--- src/rtl/core/hsea_div_pipe.sv ---
module hsea_div_pipe #(
  parameter int unsigned DEN_W  = 16,
  parameter int unsigned QUOT_W = 17,
  parameter int unsigned SIDE_W = 8
) (
  input  logic                      clk_i,
  input  logic                      rst_ni,
  input  logic                      en_i,
  input  logic                      valid_i,
  input  logic [DEN_W+QUOT_W-1:0]   num_a_i,
  input  logic [DEN_W-1:0]          den_a_i,
  input  logic [DEN_W+QUOT_W-1:0]   num_b_i,
  input  logic [DEN_W-1:0]          den_b_i,
  input  logic [SIDE_W-1:0]         side_i,
  output logic                      valid_o,
  output logic [QUOT_W-1:0]         quot_a_o,
  output logic [QUOT_W-1:0]         quot_b_o,
  output logic [SIDE_W-1:0]         side_o
);

  localparam int unsigned REM_W = DEN_W + QUOT_W;

  logic              valid_q [QUOT_W];
  logic [REM_W-1:0]  rem_a_q [QUOT_W];
  logic [REM_W-1:0]  rem_b_q [QUOT_W];
  logic [DEN_W-1:0]  den_a_q [QUOT_W];
  logic [DEN_W-1:0]  den_b_q [QUOT_W];
  logic [QUOT_W-1:0] quot_a_q [QUOT_W];
  logic [QUOT_W-1:0] quot_b_q [QUOT_W];
  logic [SIDE_W-1:0] side_q [QUOT_W];

  // one quotient bit per stage, both lanes in step
  for (genvar k = 0; k < QUOT_W; k++) begin : g_stage
    logic              vin;
    logic [REM_W-1:0]  ra_in, rb_in, sha, shb, ra_d, rb_d;
    logic [DEN_W-1:0]  da_in, db_in;
    logic [QUOT_W-1:0] qa_in, qb_in;
    logic [SIDE_W-1:0] sd_in;
    logic              ge_a, ge_b;

    if (k == 0) begin : g_first
      assign vin   = valid_i;
      assign ra_in = num_a_i;
      assign rb_in = num_b_i;
      assign da_in = den_a_i;
      assign db_in = den_b_i;
      assign qa_in = '0;
      assign qb_in = '0;
      assign sd_in = side_i;
    end else begin : g_next
      assign vin   = valid_q[k-1];
      assign ra_in = rem_a_q[k-1];
      assign rb_in = rem_b_q[k-1];
      assign da_in = den_a_q[k-1];
      assign db_in = den_b_q[k-1];
      assign qa_in = quot_a_q[k-1];
      assign qb_in = quot_b_q[k-1];
      assign sd_in = side_q[k-1];
    end

    // trial subtract of the aligned divisor
    always_comb begin
      sha  = REM_W'(da_in) << (QUOT_W - 1 - k);
      shb  = REM_W'(db_in) << (QUOT_W - 1 - k);
      ge_a = (ra_in >= sha);
      ge_b = (rb_in >= shb);
      ra_d = ge_a ? (ra_in - sha) : ra_in;
      rb_d = ge_b ? (rb_in - shb) : rb_in;
    end

    always_ff @(posedge clk_i or negedge rst_ni) begin
      if (!rst_ni) begin
        valid_q[k] <= 1'b0;
      end else if (en_i) begin
        valid_q[k] <= vin;
      end
    end

    always_ff @(posedge clk_i) begin
      if (en_i) begin
        rem_a_q[k]  <= ra_d;
        rem_b_q[k]  <= rb_d;
        den_a_q[k]  <= da_in;
        den_b_q[k]  <= db_in;
        quot_a_q[k] <= {qa_in[QUOT_W-2:0], ge_a};
        quot_b_q[k] <= {qb_in[QUOT_W-2:0], ge_b};
        side_q[k]   <= sd_in;
      end
    end
  end

  assign valid_o  = valid_q[QUOT_W-1];
  assign quot_a_o = quot_a_q[QUOT_W-1];
  assign quot_b_o = quot_b_q[QUOT_W-1];
  assign side_o   = side_q[QUOT_W-1];

endmodule

--- config.mk ---
export PLATFORM = sky130hd
export DESIGN_NAME = hsea_div_pipe
export DESIGN_NICKNAME = d
export VERILOG_FILES = /design/src/rtl/core/hsea_div_pipe.sv
export SDC_FILE = /design/constraint.sdc
export NUM_CORES = 2
export LEC_CHECK = 0
export BUFFER_PORTS_ARGS = -buffer_cell sky130_fd_sc_hd__buf_4
export CORE_MARGIN = 3
export CORE_UTILIZATION = 60
export DETAILED_ROUTE_END_ITERATION = 16
export PLACE_DENSITY = 0.85
export SETUP_SLACK_MARGIN = 0.3
export SYNTH_ARGS = -nofsm -noshare
export SYNTH_HDL_FRONTEND = slang
export SYNTH_SLANG_ARGS = --single-unit
--- constraint.sdc ---
create_clock -name clk_i -period 4.3 [get_ports clk_i]
set_clock_uncertainty 0.15 [all_clocks]
set_input_delay 0.215 -clock clk_i [delete_from_list [all_inputs] [get_ports clk_i]]
set_output_delay 0.215 -clock clk_i [all_outputs]
set_load 0.1 [all_outputs]
==> flow_summary.json <==
{
  "p_per_area_nw_per_um2": 604,
  "synth-edff-count": 2010,
  "ys_seq_area_share_pct": 60.9,
  "finalSetupViolCount": 0,
  "grt_pass1_wl_um": 332000,
  "rows": 149,
  "cp_slowest_cell": "a211oi_1",
  "max-slew-margin-rel_pct": 16.1,
  "gp_congestion": 0.973,
  "grt_start_max_net_pins": 143,
  "fp.dieW_um": 414,
  "start_util_pct": 60.4,
  "cts_buffers": 204,
  "hpwl_um": 148000,
  "hold_path_class": "in2reg",
  "overflow": 0,
  "die-area_um2": 171000,
  "slew_violations": 0,
  "fmax_ghz": 0.257,
  "period_needed_ns": 3.89,
  "min_period_over_period_pct": 90.4,
  "routed_wl_um": 209000,
  "drive_above_1_share_pct": 8.73,
  "rsz0062_at_grt": "false",
  "clock_latency_ns": 0.83,
  "final.fill_count": 11200,
  "path_clk_slew_ns": 0.06,
  "htreeDepth": 4,
  "synth_warnings": 0,
  "synth_area_per_cell_um2": 12.5,
  "ys_types": 102,
  "yosys_register_bits": 2027,
  "arrival_ns": 4.31,
  "via_per_inst": 5.86,
  "status": "complete, no violations",
  "fin_tns_setup_ns": 0,
  "coreArea_um2": 165000,
  "final_util_pct": 68.6,
  "startpoint_type": "input pin",
  "required_ns": 4.72,
  "ir_drop_mv": 0.458,
  "critPathMaxStageDelay_ns": 0.60,
  "io_pins": 153,
  "die-height_um": 414,
  "drt_pass1_iterations": 6,
  "synth_ff_type": "edfxtp_1",
  "cts.sinks": 2027,
  "root_buffer": "clkbuf_16",
  "hold_viol": 0,
  "nets": 9231,
  "synthArstFlopShare_pct": 0.839,
  "path_cells": "dlygate4sd3_1 -> buf_4 -> inv_1 -> ha_1 -> fa_1 -> nor2b_1 -> o21ai_0 -> a211oi_1 -> nor3_1 -> o31ai_1 -> a21oi_1 -> xnor2_1 -> mux2_2 -> dlygate4sd3_1",
  "synth_cells": 8008,
  "cts_tree": "done",
  "tightest_slew_ns": 1.26,
  "numPortBuffers": 152,
  "ff_latch_area_um2": 60800,
  "cts_setup_buffers": 0,
  "dr_total_vias": 63900,
  "netlist_area_um2": 99800,
  "multi_input_area_um2": 35800,
  "synthesis.nets": 8694,
  "critical_path_class": "in2reg",
  "clk_path_buf_depth": 3,
  "drc": 0,
  "worst-path-max-fanout": 3,
  "antenna_cells": 0,
  "drtIter0Drc": 4707,
  "routedWlPerCell_um": 19.1,
  "antenna_found_initial": 0,
  "syn2layout_area_growth_pct": 13.4,
  "leakage_nw": 43.2,
  "crit_top_cell": "dlygate4sd3_1",
  "ant_nets": 0,
  "grtUsageTotal_pct": 24.3,
  "grt_pass1_vias": 65000,
  "cp-end-kind": "register",
  "cap_violations": 0
}
## final cells by class
type	count	share of cell area, %
Clock buffer	242	4.69
Sequential cell	2027	53.7
Inverter	720	2.39
Timing Repair Buffer	474	3.92
Tap cell	2189	2.42
Multi-Input combinational cell	5118	31.6
Clock inverter	139	1.26
## power by group
part / internal [W] / leakage (nW) / switching, W
combinational: 0.00914 / 20.3 / 0.0122
clock: 0.0104 / 3.29 / 0.00730
sequential: 0.0269 / 19.6 / 0.00253
## layer usage
layer / global-route usage, % / wire (um)
met4: 12.5 / 11100
met3: 3.05 / 8000
met2: 46.2 / 111000
met5: 0 / 0
met1: 26.4 / 78200
## worst paths after layout
kind | endpoint | depth (start not counted) | startpoint | slack (ns)
hold / removal | rem_b_q[0][30]$_DFFE_PP_ | 3 | num_b_i[30] | 0.12
max in group asynchronous | g_stage[13].vin$_DFFE_PN0P_ | 3 | rst_ni | 3.12
setup reg to reg | rem_a_q[0][48]$_DFFE_PP_ | 10 | rem_a_q[0][17]$_DFFE_PP_ | 0.48
setup / recovery | rem_a_q[0][30]$_DFFE_PP_ | 14 | num_a_i[16] | 0.41
min in group asynchronous | g_stage[2].vin$_DFFE_PN0P_ | 3 | rst_ni | 0.41
hold reg to reg | quot_b_q[2][57]$_DFFE_PP_ | 0 | quot_b_q[2][39]$_DFFE_PP_ | 0.25
## logic make-up (layout without fill, tap and decap cells)
logic type	count (synthesis)	in the layout	synth area share, %
compound gates	1685	1685	10.7
fa+ha+maj	576	576	7.46
xor+xnor	630	630	5.53
simple gates	2090	2090	10.6
flops	2027	2027	60.9
buf+inv	863	1575	3.28
mux	137	137	1.53
## synthesized netlist by cell type, types with 136 or more instances
cell / count / share of area (%)
xor2_1: 310 / 2.7
inv_1: 711 / 2.7
a21oi_1: 495 / 2.5
edfxtp_1: 2010 / 60
o21ai_0: 350 / 1.8
ha_1: 544 / 6.8
nor2_1: 494 / 1.9
nor3_1: 188 / 0.94
nand2_1: 515 / 1.9
a21o_1: 151 / 1.1
nand3_1: 136 / 0.68
xnor2_1: 320 / 2.8
## through the flow
stage          total power (W)  instances  setup WS [ns]  hold slack, ns  area, um2
2_1_floorplan           0.0446       8008           1.10          -0.231      99800
3_3_place_gp            0.0496      10300          0.671         -0.0748     104000
3_5_place_dp            0.0504      10300          0.597         -0.0600     104000
4_1_cts                 0.0684      10900          0.474          0.0207     113000
5_1_grt                 0.0723      10900          0.326          0.0925     113000
6_report                0.0684      10900          0.414           0.123     113000
## worst max-delay path: cells and delay by family
kind	cells	cell delay (ns)
xor gates and xnor gates	1	0.15
adders and majority gates	2	0.66
muxes	1	0.26
and+or+nand+nor	2	0.34
buffers and inverters	4	1.23
AOI/OAI and AO/OA	4	1.44
## registers in the layout (all words and copies together) (netlist names)
signal,count
quot_a_q,153
quot_b_q,153
rem_b_q,528
g_stage.vin,16
den_b_q,256
den_a_q,256
valid_o,1
rem_a_q,528
side_q,136
## repair_timing
item	4_1_cts	5_1_grt
hold endpoints to repair	222	0
setup endpoints to repair	0	26
gates resized for setup	0	4
hold buffers	206	0
## cells in the final DEF, fill, tap and decap left out, drive strengths merged, types with 124 or more instances in the layout
cell type    instances
a21o               151
a21oi              496
buf                268
clkbuf             242
dlygate4sd3        206
edfxtp            2010
ha                 544
inv                731
mux2               124
nand2              516
nand3              136
nor2               494
nor3               188
o21ai              434
xnor2              320
xor2               310
(Power assumes the default switching activity.)
