`src/rtl/core/hsea_pkg.sv`:
```
package hsea_pkg;

  // default widths
  localparam int unsigned DEF_CHANNEL_BITS   = 16;
  localparam int unsigned DEF_GAIN_FRAC_BITS = 12;

  // fixed field widths
  localparam int unsigned GAIN_W    = 16;
  localparam int unsigned PIX_W     = 16;
  localparam int unsigned HUE_FRAC  = 16;
  localparam int unsigned CFG_IDX_W = 8;

  localparam logic [GAIN_W-1:0] GAIN_RESET = 16'd4096;

  // configuration register indexes
  typedef enum logic [CFG_IDX_W-1:0] {
    CFG_SAT_GAIN = 8'd0,
    CFG_EXP_GAIN = 8'd1
  } cfg_reg_e;

  // hue sextants, also used as the hue base of the dominant channel
  typedef enum logic [2:0] {
    SECT_RED_YEL = 3'd0,
    SECT_YEL_GRN = 3'd1,
    SECT_GRN_CYN = 3'd2,
    SECT_CYN_BLU = 3'd3,
    SECT_BLU_MAG = 3'd4,
    SECT_MAG_RED = 3'd5
  } hue_sector_e;

  // per-pixel flags from the front stage
  typedef struct packed {
    logic zero_max;
    logic zero_delta;
    logic hue_neg;
  } hsv_flags_t;

  localparam int unsigned FLAGS_W = $bits(hsv_flags_t);

endpackage

```
`src/rtl/core/hsea_front.sv`:
```
module hsea_front #(
  parameter int unsigned CHANNEL_BITS = hsea_pkg::DEF_CHANNEL_BITS
) (
  input  logic                             clk_i,
  input  logic                             rst_ni,
  input  logic                             en_i,
  input  logic                             valid_i,
  input  logic [CHANNEL_BITS-1:0]          red_i,
  input  logic [CHANNEL_BITS-1:0]          green_i,
  input  logic [CHANNEL_BITS-1:0]          blue_i,
  output logic                             valid_o,
  output logic [CHANNEL_BITS-1:0]          max_o,
  output logic [CHANNEL_BITS-1:0]          delta_o,
  output logic [2*CHANNEL_BITS-1:0]        s_num_o,
  output logic [CHANNEL_BITS+15:0]         h_num_o,
  output hsea_pkg::hue_sector_e            base_o,
  output hsea_pkg::hsv_flags_t             flags_o
);
  import hsea_pkg::*;

  localparam int unsigned N = CHANNEL_BITS;

  logic [N-1:0]     mx, mn, delta, pos, neg, mag;
  hue_sector_e      base;
  hsv_flags_t       flags;
  logic             valid_q;
  logic [N-1:0]     max_q, delta_q;
  logic [2*N-1:0]   s_num_q;
  logic [N+15:0]    h_num_q;
  hue_sector_e      base_q;
  hsv_flags_t       flags_q;

  // max, min and spread
  always_comb begin
    mx = (red_i > green_i) ? ((red_i > blue_i) ? red_i : blue_i)
                           : ((green_i > blue_i) ? green_i : blue_i);
    mn = (red_i < green_i) ? ((red_i < blue_i) ? red_i : blue_i)
                           : ((green_i < blue_i) ? green_i : blue_i);
    delta = mx - mn;
  end

  // dominant channel picks hue base and difference terms
  always_comb begin
    if (red_i == mx) begin
      base = SECT_RED_YEL;
      pos  = green_i;
      neg  = blue_i;
    end else if (green_i == mx) begin
      base = SECT_GRN_CYN;
      pos  = blue_i;
      neg  = red_i;
    end else begin
      base = SECT_BLU_MAG;
      pos  = red_i;
      neg  = green_i;
    end
    flags.hue_neg    = (pos < neg);
    flags.zero_max   = (mx == '0);
    flags.zero_delta = (delta == '0);
    mag = flags.hue_neg ? (neg - pos) : (pos - neg);
  end

  // stage register
  always_ff @(posedge clk_i or negedge rst_ni) begin
    if (!rst_ni) begin
      valid_q <= 1'b0;
    end else if (en_i) begin
      valid_q <= valid_i;
    end
  end

  always_ff @(posedge clk_i) begin
    if (en_i) begin
      max_q   <= mx;
      delta_q <= delta;
      s_num_q <= {delta, {N{1'b0}}} - {{N{1'b0}}, delta};
      h_num_q <= {mag, 16'h0000};
      base_q  <= base;
      flags_q <= flags;
    end
  end

  assign valid_o = valid_q;
  assign max_o   = max_q;
  assign delta_o = delta_q;
  assign s_num_o = s_num_q;
  assign h_num_o = h_num_q;
  assign base_o  = base_q;
  assign flags_o = flags_q;

endmodule

```
`config.mk`:
```
export PLATFORM = sky130hd
export DESIGN_NAME = hsea_front
export DESIGN_NICKNAME = d
export VERILOG_FILES = /design/src/rtl/core/hsea_pkg.sv /design/src/rtl/core/hsea_front.sv
export SDC_FILE = /design/constraint.sdc
export NUM_CORES = 1
export LEC_CHECK = 0
export BUFFER_PORTS_ARGS = -buffer_cell sky130_fd_sc_hd__buf_2
export CAP_MARGIN = 15
export CORE_ASPECT_RATIO = 0.6
export CORE_MARGIN = 8
export CORE_UTILIZATION = 45
export CTS_BUF_LIST = sky130_fd_sc_hd__clkbuf_8
export DETAILED_ROUTE_END_ITERATION = 6
export PLACE_DENSITY = 0.67
export SLEW_MARGIN = 25
export SYNTH_ARGS = -nofsm -noshare
export SYNTH_HDL_FRONTEND = slang
export SYNTH_SLANG_ARGS = --single-unit
```
`constraint.sdc`:
```
create_clock -name clk_i -period 0.9 [get_ports clk_i]
set_input_delay 0.225 -clock clk_i [delete_from_list [all_inputs] [get_ports clk_i]]
set_output_delay 0.225 -clock clk_i [all_outputs]
set_load 0.05 [all_outputs]
```
==> flow_summary.yaml, run 1 <==
placed_design:
  gpl.final_weighted_congestion: 0.999
  pre_cts_slack_ns: -4.93
  numPortBuffers: 137
  place_area_mm2: 0.0122
  dpl.cell_count: 1647
  post-dp-hpwl_um: 27000
global_route:
  globalRouteOverflowTotal: 0
  global_route.usage.total: 0.292
  gr-usage-met2: 0.466
  globalRouteMet1Util: 0.379
  grt_pass1_vias: 9999
  grt_first_pass_wirelength_um: 55100
  grt_most_used_layer: "met2"
  antenna_violations_before_repair: 1
  grt_start_max_net_pins: 39
  met3_usage: 0.107
setup_path:
  critical_path_required_ns: 1.03
  critPathCaptureType: "flip-flop"
  timing.critical_path.slowest_stage_cell: "sky130_fd_sc_hd__or4_4"
  critical_path.max_fanout: 4
  worstPathArrival_ns: 5.50
  critical_path.startpoint_type: "input pin"
  max_stage_delay_ns: 0.44
  crit_type: "input pin to flip-flop"
routing:
  avgViaCountPerCell: 5.61
  detailedRoute.firstPassIterationCount: 5
  wl_per_cell_um: 20.8
  route.detailed.drc: 0
  drt_wl_total_um: 36300
  drtAntennaViolNets: 0
  routed-via-count: 9795
  first_iter_violations: 779
flow_run:
  max-cap-violations: 0
yosys:
  syn_avg_cell_area_um2: 8.82
  postSynth.asyncResetShare: 0.0118
  synthDominantAreaCellType: "sky130_fd_sc_hd__edfxtp_1"
  ys_seq_elements: 85
  netlist-cell-type-count: 78
  synth-edff-count: 84
  post_synth_instance_area_mm2: 0.00868
  synth_top_flop_cell: "sky130_fd_sc_hd__edfxtp_1"
  yosys-top-cells-area: "sky130_fd_sc_hd__edfxtp_1 (29%), sky130_fd_sc_hd__ha_1 (13%), sky130_fd_sc_hd__xnor2_1 (6.0%), sky130_fd_sc_hd__a21oi_1 (4.7%), sky130_fd_sc_hd__mux2i_1 (3.7%)"
  yosysWarnings: 0
  synth_largest_type_area_fraction: 0.291
  ys_seq_area_frac: 0.293
  synth_cells: 984
sta:
  holdWs_ns: 0.0951
  timing.max_slew.rel_slack: 0.616
  min_period_ns: 5.37
  fmax_ghz: 0.186
  min_period_over_period: 5.97
  worst_tran_pin_value_ns: 0.571
  setup-violations-final: 170
  worst_setup_slack_after_layout_ns: -4.47
  hold_viol: 0
  finalClockSkew_ns: 0
  grt_setup_unrepaired: "true"
  maxSlewViolCount: 0
power:
  cellPowerDensity_mw_per_mm2: 2890
  combPwrFrac: 0.766
  power.ir.vdd_worst_uv: 2620
  power.internal_mw: 22.5
  netSwitchingFraction: 0.471
  clkPwrFrac: 0.060
  total_switching_power_mw: 20.0
  power.leakage_nw: 6.73
  sequentialPowerShare: 0.174
floorplan:
  std_cell_rows: 39
  initial_utilization: 0.457
  design.core.area_mm2: 0.0190
  die_h_um: 124
  pin_count: 155
  die_x_um: 195
  die_area_mm2: 0.0241
clock_network:
  worst_skew_pair.late_latency_ns: 0.36
  cts_buffer_depth: 2
  tritoncts: "built"
  cts_inserted_buffers: 9
  root_buffer: "sky130_fd_sc_hd__clkbuf_8"
  worst_setup_hold_path_clk_slew_ns: 0.09
  clock-sinks: 85
  htree_levels: 3
status:
  violations: "negative setup slack"
  run_status: "complete, but fails checks"
cells_and_area:
  register_area_mm2: 0.00255
  nets: 1642
  layout.cell_area.non_filler_mm2: 0.0147
  multiInputGateArea_mm2: 0.00675
  antenna-diode-count: 0
  final_layout_size_suffix_gt1_frac: 0.516
  nFillCells: 1234
  final_cell_count_no_fill: 1747
  syn2layout_area_growth_pct: 69.8
hold_path:
  hp-class: "input pin to flip-flop"
-- flip-flops by register name, indices dropped and copies added, names as in the netlist --
name	flops
flags_o	3
valid_o	1
base_o	2
h_num_o	16
delta_o	16
max_o	16
s_num_o	31
-- logic make-up (layout without fill, tap and decap cells) --
| logic type | Yosys count | count (layout) | share of synthesized area |
|---|---|---|---|
| adders and majority gates | 95 | 95 | 0.138 |
| muxes | 40 | 40 | 0.0477 |
| xor gates and xnor gates | 88 | 88 | 0.0888 |
| AOI/OAI and AO/OA | 279 | 281 | 0.215 |
| DFF | 85 | 85 | 0.293 |
| and+or+nand+nor | 239 | 239 | 0.139 |
| other | 1 | 17 | 0.000432 |
| buffers and inverters | 157 | 656 | 0.0773 |
-- cell type report --
class / count / area share
Sequential cell: 85 / 0.173
Tap cell: 246 / 0.0209
Clock inverter: 7 / 0.00382
Multi-Input combinational cell: 760 / 0.458
Clock buffer: 9 / 0.00841
Inverter: 83 / 0.0233
Timing Repair Buffer: 557 / 0.313
-- cells in the final DEF, fill, tap and decap left out, drive strengths merged, types with 10 or more instances in the layout --
cell type / count
nor2b: 10
nor3: 16
a31oi: 11
conb: 17
xor2: 29
a21o: 30
nand3: 11
buf: 554
ha: 92
nor2: 61
clkbuf: 11
nand4: 17
xnor2: 59
o21ai: 58
and2: 10
o21a: 16
edfxtp: 84
mux2i: 32
inv: 85
nand2b: 12
a21oi: 82
nand2: 63
nor4: 12
-- cell usage after synthesis, types with 11 or more instances --
master	instances
sky130_fd_sc_hd__buf_4	21
sky130_fd_sc_hd__nor4_1	11
sky130_fd_sc_hd__clkbuf_1	50
sky130_fd_sc_hd__xor2_1	29
sky130_fd_sc_hd__a31oi_1	11
sky130_fd_sc_hd__nand4_1	17
sky130_fd_sc_hd__inv_1	83
sky130_fd_sc_hd__nand2b_1	12
sky130_fd_sc_hd__edfxtp_1	84
sky130_fd_sc_hd__nor2_1	60
sky130_fd_sc_hd__xnor2_1	59
sky130_fd_sc_hd__mux2i_1	32
sky130_fd_sc_hd__a21oi_1	81
sky130_fd_sc_hd__ha_1	92
sky130_fd_sc_hd__nor3_1	15
sky130_fd_sc_hd__o21ai_0	48
sky130_fd_sc_hd__nand2_1	63
sky130_fd_sc_hd__o21a_1	16
sky130_fd_sc_hd__a21o_1	30
-- worst paths after layout --
| kind | startpoint | end | slack, ns | cells after the start |
|---|---|---|---|---|
| max | red_i[7] | s_num_o[30] | -4.47 | 26 |
| min | valid_i | valid_o | 0.1 | 2 |
| max reg2reg | valid_o | valid_o | 0.13 | 1 |
| min reg2reg | valid_o | valid_o | 0.55 | 1 |
| max in group asynchronous | rst_ni | valid_o | 0.64 | 2 |
| min in group asynchronous | rst_ni | valid_o | 0.18 | 2 |
-- power groups by stage --
stage / sequential, mW / clock [mW] / combinational [mW]
floorplan: 12.8 / 0 / 10.6
global placement: 7.28 / 0 / 25.2
detailed placement: 7.32 / 0 / 25.5
CTS: 7.33 / 2.61 / 30.7
global route: 7.54 / 2.78 / 34.4
finish: 7.40 / 2.55 / 32.6
-- through the flow --
| step | util | setup TNS (ns) | power [mW] |
|---|---|---|---|
| 5_1_grt | 0.776 | -326.19 | 44.7 |
| 3_3_place_gp | 0.643 | -331.71 | 32.4 |
| 4_1_cts | 0.753 | -303.38 | 40.6 |
| 3_5_place_dp | 0.643 | -334.46 | 32.8 |
| 6_report | 0.776 | -315.30 | 42.5 |
| 2_1_floorplan | - | -274.63 | 23.4 |
-- critical path, delay by kind of cell --
family | cells | cell delay [ns]
fa+ha+maj | 3 | 0.60
mux | 3 | 0.68
simple gates | 7 | 1.75
buf+inv | 7 | 0.93
compound gates | 6 | 1.31
-- metal layers --
layer,vias to the layer above,part of all wire
met2,472,0.44
li1,4564,-
met3,68,0.11
met1,4689,0.43
met4,2,0.016
met5,-,0.00036
-- what timing repair did --
action                                  in CTS  in global routing
pin swaps                                   64                 29
hold buffers                                 1                  0
endpoints found under the setup margin     170                170
gates cloned                                 4                  0
endpoints found under the hold margin        1                  0
gates resized for setup                    303                106
buffers inserted                            78                 14
Power figures use the tool's default switching activity.
==> run 2: changes to the inputs <==
--- a/config.mk
+++ b/config.mk
@@ -8,7 +8,7 @@
 export BUFFER_PORTS_ARGS = -buffer_cell sky130_fd_sc_hd__buf_2
 export CAP_MARGIN = 15
 export CORE_ASPECT_RATIO = 0.6
-export CORE_MARGIN = 8
+export CORE_MARGIN = 3
 export CORE_UTILIZATION = 45
 export CTS_BUF_LIST = sky130_fd_sc_hd__clkbuf_8
 export DETAILED_ROUTE_END_ITERATION = 6
==> constraint.sdc (replaced) <==
create_clock -name clk_i -period 6.6 [get_ports clk_i]
set_input_delay 1.65 -clock clk_i [delete_from_list [all_inputs] [get_ports clk_i]]
set_output_delay 1.65 -clock clk_i [all_outputs]
set_load 0.05 [all_outputs]
==> run 2 against run 1 <==
  * The run ends with design-rule violations, negative setup slack left
  * Core utilization fell by 7.0 points
  * Die area fell by 13%
  * Combinational power fell by 89%
==> flow_summary.yaml, run 2 (synthesis gave the netlist of run 1 again) <==
setup_path:
  worst-r2r-setup-slack_ns: 5.86
  critPathCaptureType: "flip-flop"
  r2r-start: "valid_o"
  critical_path.max_fanout: 6
  max_stage_delay_ns: 0.46
  regToRegEndpoint: "valid_o"
  crit_type: "input pin to flip-flop"
  critical_path.startpoint_type: "input pin"
  reg2regPathDepth: 1
  worstPathArrival_ns: 6.97
  timing.critical_path.slowest_stage_cell: "sky130_fd_sc_hd__nor4_4"
  critical_path_required_ns: 6.77
routing:
  routed-via-count: 9342
  first_iter_violations: 1060
  route.detailed.drc: 2
  wl_per_cell_um: 18.8
  detailedRoute.firstPassIterationCount: 7
  drt_wl_total_um: 31500
  avgViaCountPerCell: 5.59
  drtAntennaViolNets: 0
placed_design:
  place_area_mm2: 0.0120
  gpl.final_weighted_congestion: 1.00
  numPortBuffers: 137
  pre_cts_slack_ns: -0.860
  dpl.cell_count: 1628
  post-dp-hpwl_um: 24200
floorplan:
  initial_utilization: 0.469
  design.core.area_mm2: 0.0185
  pin_count: 155
  die_h_um: 114
  std_cell_rows: 38
  die_area_mm2: 0.0210
  die_x_um: 185
cells_and_area:
  largest_reg_flops: 31
  mostFrequentLayoutCells: "sky130_fd_sc_hd__buf_4 (344), sky130_fd_sc_hd__buf_2 (120), sky130_fd_sc_hd__edfxtp_1 (84)"
  antenna-diode-count: 0
  final_layout_size_suffix_gt1_frac: 0.440
  final_cell_count_no_fill: 1671
  syn2layout_area_growth_pct: 50.5
  finished_core_util: 0.706
  layout.cell_area.non_filler_mm2: 0.0131
  nets: 1572
  final_common_cell: "sky130_fd_sc_hd__buf_4"
sta:
  accumulated_negative_setup_slack_ns: -2.00
  finalClockSkew_ns: 0
  worst_setup_slack_after_layout_ns: -0.199
  timing.max_slew.rel_slack: 0.554
  min_period_ns: 6.80
  holdWs_ns: 0.515
  grt_setup_unrepaired: "true"
  setup-violations-final: 23
  min_period_over_period: 1.03
  worst_tran_pin_value_ns: 0.658
  maxSlewViolCount: 0
  hold_viol: 0
  fmax_ghz: 0.147
clock_network:
  cts_inserted_buffers: 9
  root_buffer: "sky130_fd_sc_hd__clkbuf_8"
  hold_buffers: 0
  cts_buffer_depth: 2
  htree_levels: 3
  clock-sinks: 85
  worst_setup_hold_path_clk_slew_ns: 0.11
  worst_skew_pair.late_latency_ns: 0.40
  tritoncts: "built"
hold_path:
  hp-start: "valid_o"
  whs_endpoint: "valid_o"
  hp-class: "flip-flop to flip-flop"
  whs_path_depth: 1
global_route:
  grt_first_pass_wirelength_um: 46000
  grt_pass1_vias: 8568
  globalRouteOverflowTotal: 0
  global_route.usage.total: 0.281
  grt_start_max_net_pins: 50
  antenna_violations_before_repair: 0
power:
  power.leakage_nw: 6.06
  cellPowerDensity_mw_per_mm2: 390
  finalPower_mw: 5.09
  power.ir.vdd_worst_uv: 254
flow_run:
  max-cap-violations: 0
status:
  violations: "design-rule violations, negative setup slack"
  run_status: "complete, but fails checks"
==> run 2: changes by cell type in the layout (fill, tap and decap cells not counted), sizes merged <==
cell / delta
clkinvlp: -2
clkinv: +1
inv: +1
dlygate4sd3: -1
clkbuf: -1
buf: -68
==> run 2: how the worst max path moves through the flow <==
stage	end	depth (start not counted)	startpoint	slack, ns
detailed placement	h_num_o[27]	28	blue_i[15]	-0.86
floorplan	h_num_o[31]	30	green_i[6]	-0.21
global route	h_num_o[30]	30	green_i[8]	-0.42
CTS	h_num_o[27]	29	red_i[5]	0.004
finish	h_num_o[30]	29	green_i[9]	-0.20
global placement	h_num_o[27]	29	green_i[6]	-0.68
==> run 2: where the power goes <==
group | internal [mW] | total (mW) | switching, mW
logic | 1.52 | 3.74 | 2.22
clock network | 0.141 | 0.381 | 0.240
registers | 0.924 | 0.975 | 0.0508
==> run 2: routing by layer <==
layer / routed length [um] / share of wire / vias to the layer above / track usage
met2: 12800 / 0.41 / 461 / 0.396
li1: - / - / 4403 / -
met1: 14900 / 0.47 / 4435 / 0.439
met3: 3410 / 0.11 / 43 / 0.0647
met5: 0 / 0 / - / 0
met4: 439 / 0.014 / 0 / 0.0500
==> run 2: cell type report <==
cell class / instances / area (um^2)
fill: 1437 / 5430
tap: 240 / 300
timing repair buffer: 487 / 3460
sequential: 85 / 2550
multi-input combinational: 760 / 6240
inverter: 83 / 332
clock inverter: 7 / 55.1
clock buffer: 9 / 124
==> run 2: repair_timing <==
action,4_1_cts,5_1_grt
buffers inserted,11,15
resized for setup,17,128
pin swaps,14,46
cloned,1,1
endpoints found under the setup margin,38,38
==> run 2: worst max-delay path: cells and delay by family <==
| kind | cells | cell delay (ns) |
|---|---|---|
| compound gates | 16 | 2.76 |
| buf+inv | 5 | 0.68 |
| fa+ha+maj | 2 | 0.68 |
| simple gates | 4 | 0.67 |
| mux | 1 | 0.37 |
| xor+xnor | 1 | 0.16 |
==> run 3: changes to the inputs <==
--- a/config.mk
+++ b/config.mk
@@ -9,10 +9,10 @@
 export CAP_MARGIN = 15
 export CORE_ASPECT_RATIO = 0.6
 export CORE_MARGIN = 3
-export CORE_UTILIZATION = 45
+export CORE_UTILIZATION = 52
 export CTS_BUF_LIST = sky130_fd_sc_hd__clkbuf_8
 export DETAILED_ROUTE_END_ITERATION = 6
-export PLACE_DENSITY = 0.67
+export PLACE_DENSITY = 0.75
 export SLEW_MARGIN = 25
 export SYNTH_ARGS = -nofsm -noshare
 export SYNTH_HDL_FRONTEND = slang
==> run 3 against run 2 <==
  * The flow finishes with violations (negative setup slack)
  * Register-to-register slack worse by 0.02 ns
  * Wire length is 8.6% higher
  * Via count grew 5.7%
  * Cell count shrank 1.3%
  * Hold slack better by 0.019 ns
  * First-iteration DRC count rose by 51%
  * Largest cell class unchanged
  * Setup slack worse by 0.019 ns
  * Largest power group unchanged
  * Clock power increased by 12%
  * Die area is 13% lower
==> flow_summary.yaml, run 3 (synthesis gave the netlist of run 1 again) <==
status:
  violations: "negative setup slack"
  run_status: "complete, but fails checks"
cells_and_area:
  mostFrequentLayoutCells: "sky130_fd_sc_hd__buf_4 (321), sky130_fd_sc_hd__buf_2 (127), sky130_fd_sc_hd__edfxtp_1 (84)"
  layout.cell_area.non_filler_mm2: 0.0133
  nets: 1568
  nFillCells: 947
  register_area_mm2: 0.00255
  largest_reg_flops: 31
  antenna-diode-count: 0
  final_common_cell: "sky130_fd_sc_hd__buf_4"
  final_layout_size_suffix_gt1_frac: 0.467
  syn2layout_area_growth_pct: 52.9
  multiInputGateArea_mm2: 0.00641
routing:
  route.detailed.drc: 0
  first_iter_violations: 1604
  avgViaCountPerCell: 5.99
  detailedRoute.firstPassIterationCount: 7
  drtAntennaViolNets: 0
  routed-via-count: 9872
  drt_wl_total_um: 34200
  wl_per_cell_um: 20.7
flow_run:
  max-cap-violations: 0
sta:
  setup-violations-final: 13
  worst_setup_slack_after_layout_ns: -0.218
  finalClockSkew_ns: 0
  fmax_ghz: 0.147
  holdWs_ns: 0.533
  worst_tran_pin_value_ns: 0.808
  grt_setup_unrepaired: "true"
  accumulated_negative_setup_slack_ns: -1.36
  hold_viol: 0
  maxSlewViolCount: 0
  timing.max_slew.rel_slack: 0.462
  min_period_over_period: 1.03
  min_period_ns: 6.82
floorplan:
  die_x_um: 173
  die_h_um: 106
  pin_count: 155
  die_area_mm2: 0.0183
  design.core.area_mm2: 0.0159
  std_cell_rows: 35
  initial_utilization: 0.548
setup_path:
  critical_path_required_ns: 6.73
  worstPathArrival_ns: 6.95
  crit_type: "input pin to flip-flop"
  worst-r2r-setup-slack_ns: 5.84
  critical_path.max_fanout: 5
  critical_path.startpoint_type: "input pin"
  critPathCaptureType: "flip-flop"
placed_design:
  gpl.final_weighted_congestion: 1.04
  place_area_mm2: 0.0118
  post-dp-hpwl_um: 24400
  numPortBuffers: 137
power:
  total_switching_power_mw: 2.67
  netSwitchingFraction: 0.494
  power.internal_mw: 2.73
  combPwrFrac: 0.740
  finalPower_mw: 5.41
  clkPwrFrac: 0.079
  power.ir.vdd_worst_uv: 339
  sequentialPowerShare: 0.181
  cellPowerDensity_mw_per_mm2: 407
  power.leakage_nw: 6.15
clock_network:
  htree_levels: 3
  worst_setup_hold_path_clk_slew_ns: 0.11
  tritoncts: "built"
  cts_buffer_depth: 2
  worst_skew_pair.late_latency_ns: 0.37
  root_buffer: "sky130_fd_sc_hd__clkbuf_8"
  clock-sinks: 85
  hold_buffers: 0
  cts_inserted_buffers: 9
global_route:
  antenna_violations_before_repair: 0
  globalRouteOverflowTotal: 0
  grt_start_max_net_pins: 86
  grt_first_pass_wirelength_um: 47700
  grt_pass1_vias: 8789
  global_route.usage.total: 0.328
hold_path:
  hp-class: "flip-flop to flip-flop"
run 3: cell types whose count changed in the layout (fill, tap and decap cells not counted), sizes merged:
| cell | change |
|---|---|
| a2bb2oi | -1 |
| buf | -2 |
| bufinv | +1 |
| clkbuf | -1 |
| clkinv | -2 |
| inv | +1 |
run 3: power groups by stage:
stage | Clock [mW] | Combinational [mW] | Sequential (mW)
3_5_place_dp | 0 | 3.37 | 0.989
2_1_floorplan | 0 | 1.41 | 1.75
4_1_cts | 0.420 | 3.52 | 0.979
5_1_grt | 0.446 | 4.21 | 1.00
6_report | 0.426 | 4.00 | 0.980
3_3_place_gp | 0 | 3.30 | 0.982
run 3: routing by layer:
metal,wire length (um),track usage,up-vias
met1,14300,0.493,4616
li1,-,-,4398
met5,0,0,-
met4,999,0.0555,0
met2,14300,0.480,712
met3,4630,0.0835,146
run 3: worst max-delay path: stages:
cell and delay (ns):
sky130_fd_sc_hd__buf_2 0.15, sky130_fd_sc_hd__ha_4 0.27, sky130_fd_sc_hd__nand4_1 0.25, sky130_fd_sc_hd__o311ai_1 0.67, sky130_fd_sc_hd__o31a_1 0.28, sky130_fd_sc_hd__buf_6 0.13
sky130_fd_sc_hd__mux2i_4 0.07, sky130_fd_sc_hd__a2bb2oi_4 0.23, sky130_fd_sc_hd__buf_6 0.14, sky130_fd_sc_hd__mux2i_1 0.22, sky130_fd_sc_hd__o21ai_2 0.11, sky130_fd_sc_hd__fa_2 0.39
sky130_fd_sc_hd__a21o_1 0.16, sky130_fd_sc_hd__a21o_1 0.16, sky130_fd_sc_hd__a21o_1 0.16, sky130_fd_sc_hd__a21o_1 0.19, sky130_fd_sc_hd__a21oi_2 0.15, sky130_fd_sc_hd__o21bai_2 0.10
sky130_fd_sc_hd__a21oi_2 0.16, sky130_fd_sc_hd__o21bai_2 0.12, sky130_fd_sc_hd__a21oi_4 0.23, sky130_fd_sc_hd__mux2i_1 0.10, sky130_fd_sc_hd__buf_4 0.17, sky130_fd_sc_hd__o31a_1 0.29
sky130_fd_sc_hd__buf_6 0.14, sky130_fd_sc_hd__o21ai_2 0.13, sky130_fd_sc_hd__xor2_1 0.09
run 3: metrics by stage:
stage | cells | utilization | worst slack, ns
finish | 1649 | 0.837 | -0.218
global route | 1649 | 0.837 | -0.387
CTS | 1616 | 0.774 | -0.0524
detailed placement | 1587 | 0.746 | -0.958
global placement | 1587 | 0.746 | -0.622
floorplan | 1000 | - | -0.211
run 3: layout make-up:
type | count | share of cell area
multi-input combinational | 759 | 0.483
clock buffer | 9 | 0.00933
timing repair buffer | 484 | 0.264
tap | 222 | 0.0209
inverter | 83 | 0.0244
clock inverter | 7 | 0.00603
sequential | 85 | 0.192
run 3: final timing paths:
kind,startpoint,depth (start not counted),endpoint
hold / removal,valid_o,1,valid_o
max in group asynchronous,rst_ni,1,valid_o
setup reg to reg,valid_o,1,valid_o
setup / recovery,red_i[14],27,h_num_o[31]
hold reg to reg,valid_o,1,valid_o
min in group asynchronous,rst_ni,1,valid_o
run 3: repair_timing:
action                     4_1_cts  5_1_grt
gates cloned                     1        1
setup endpoints to repair       37       38
gates resized for setup         29      172
buffers inserted                13       36
pin swaps                       17       58
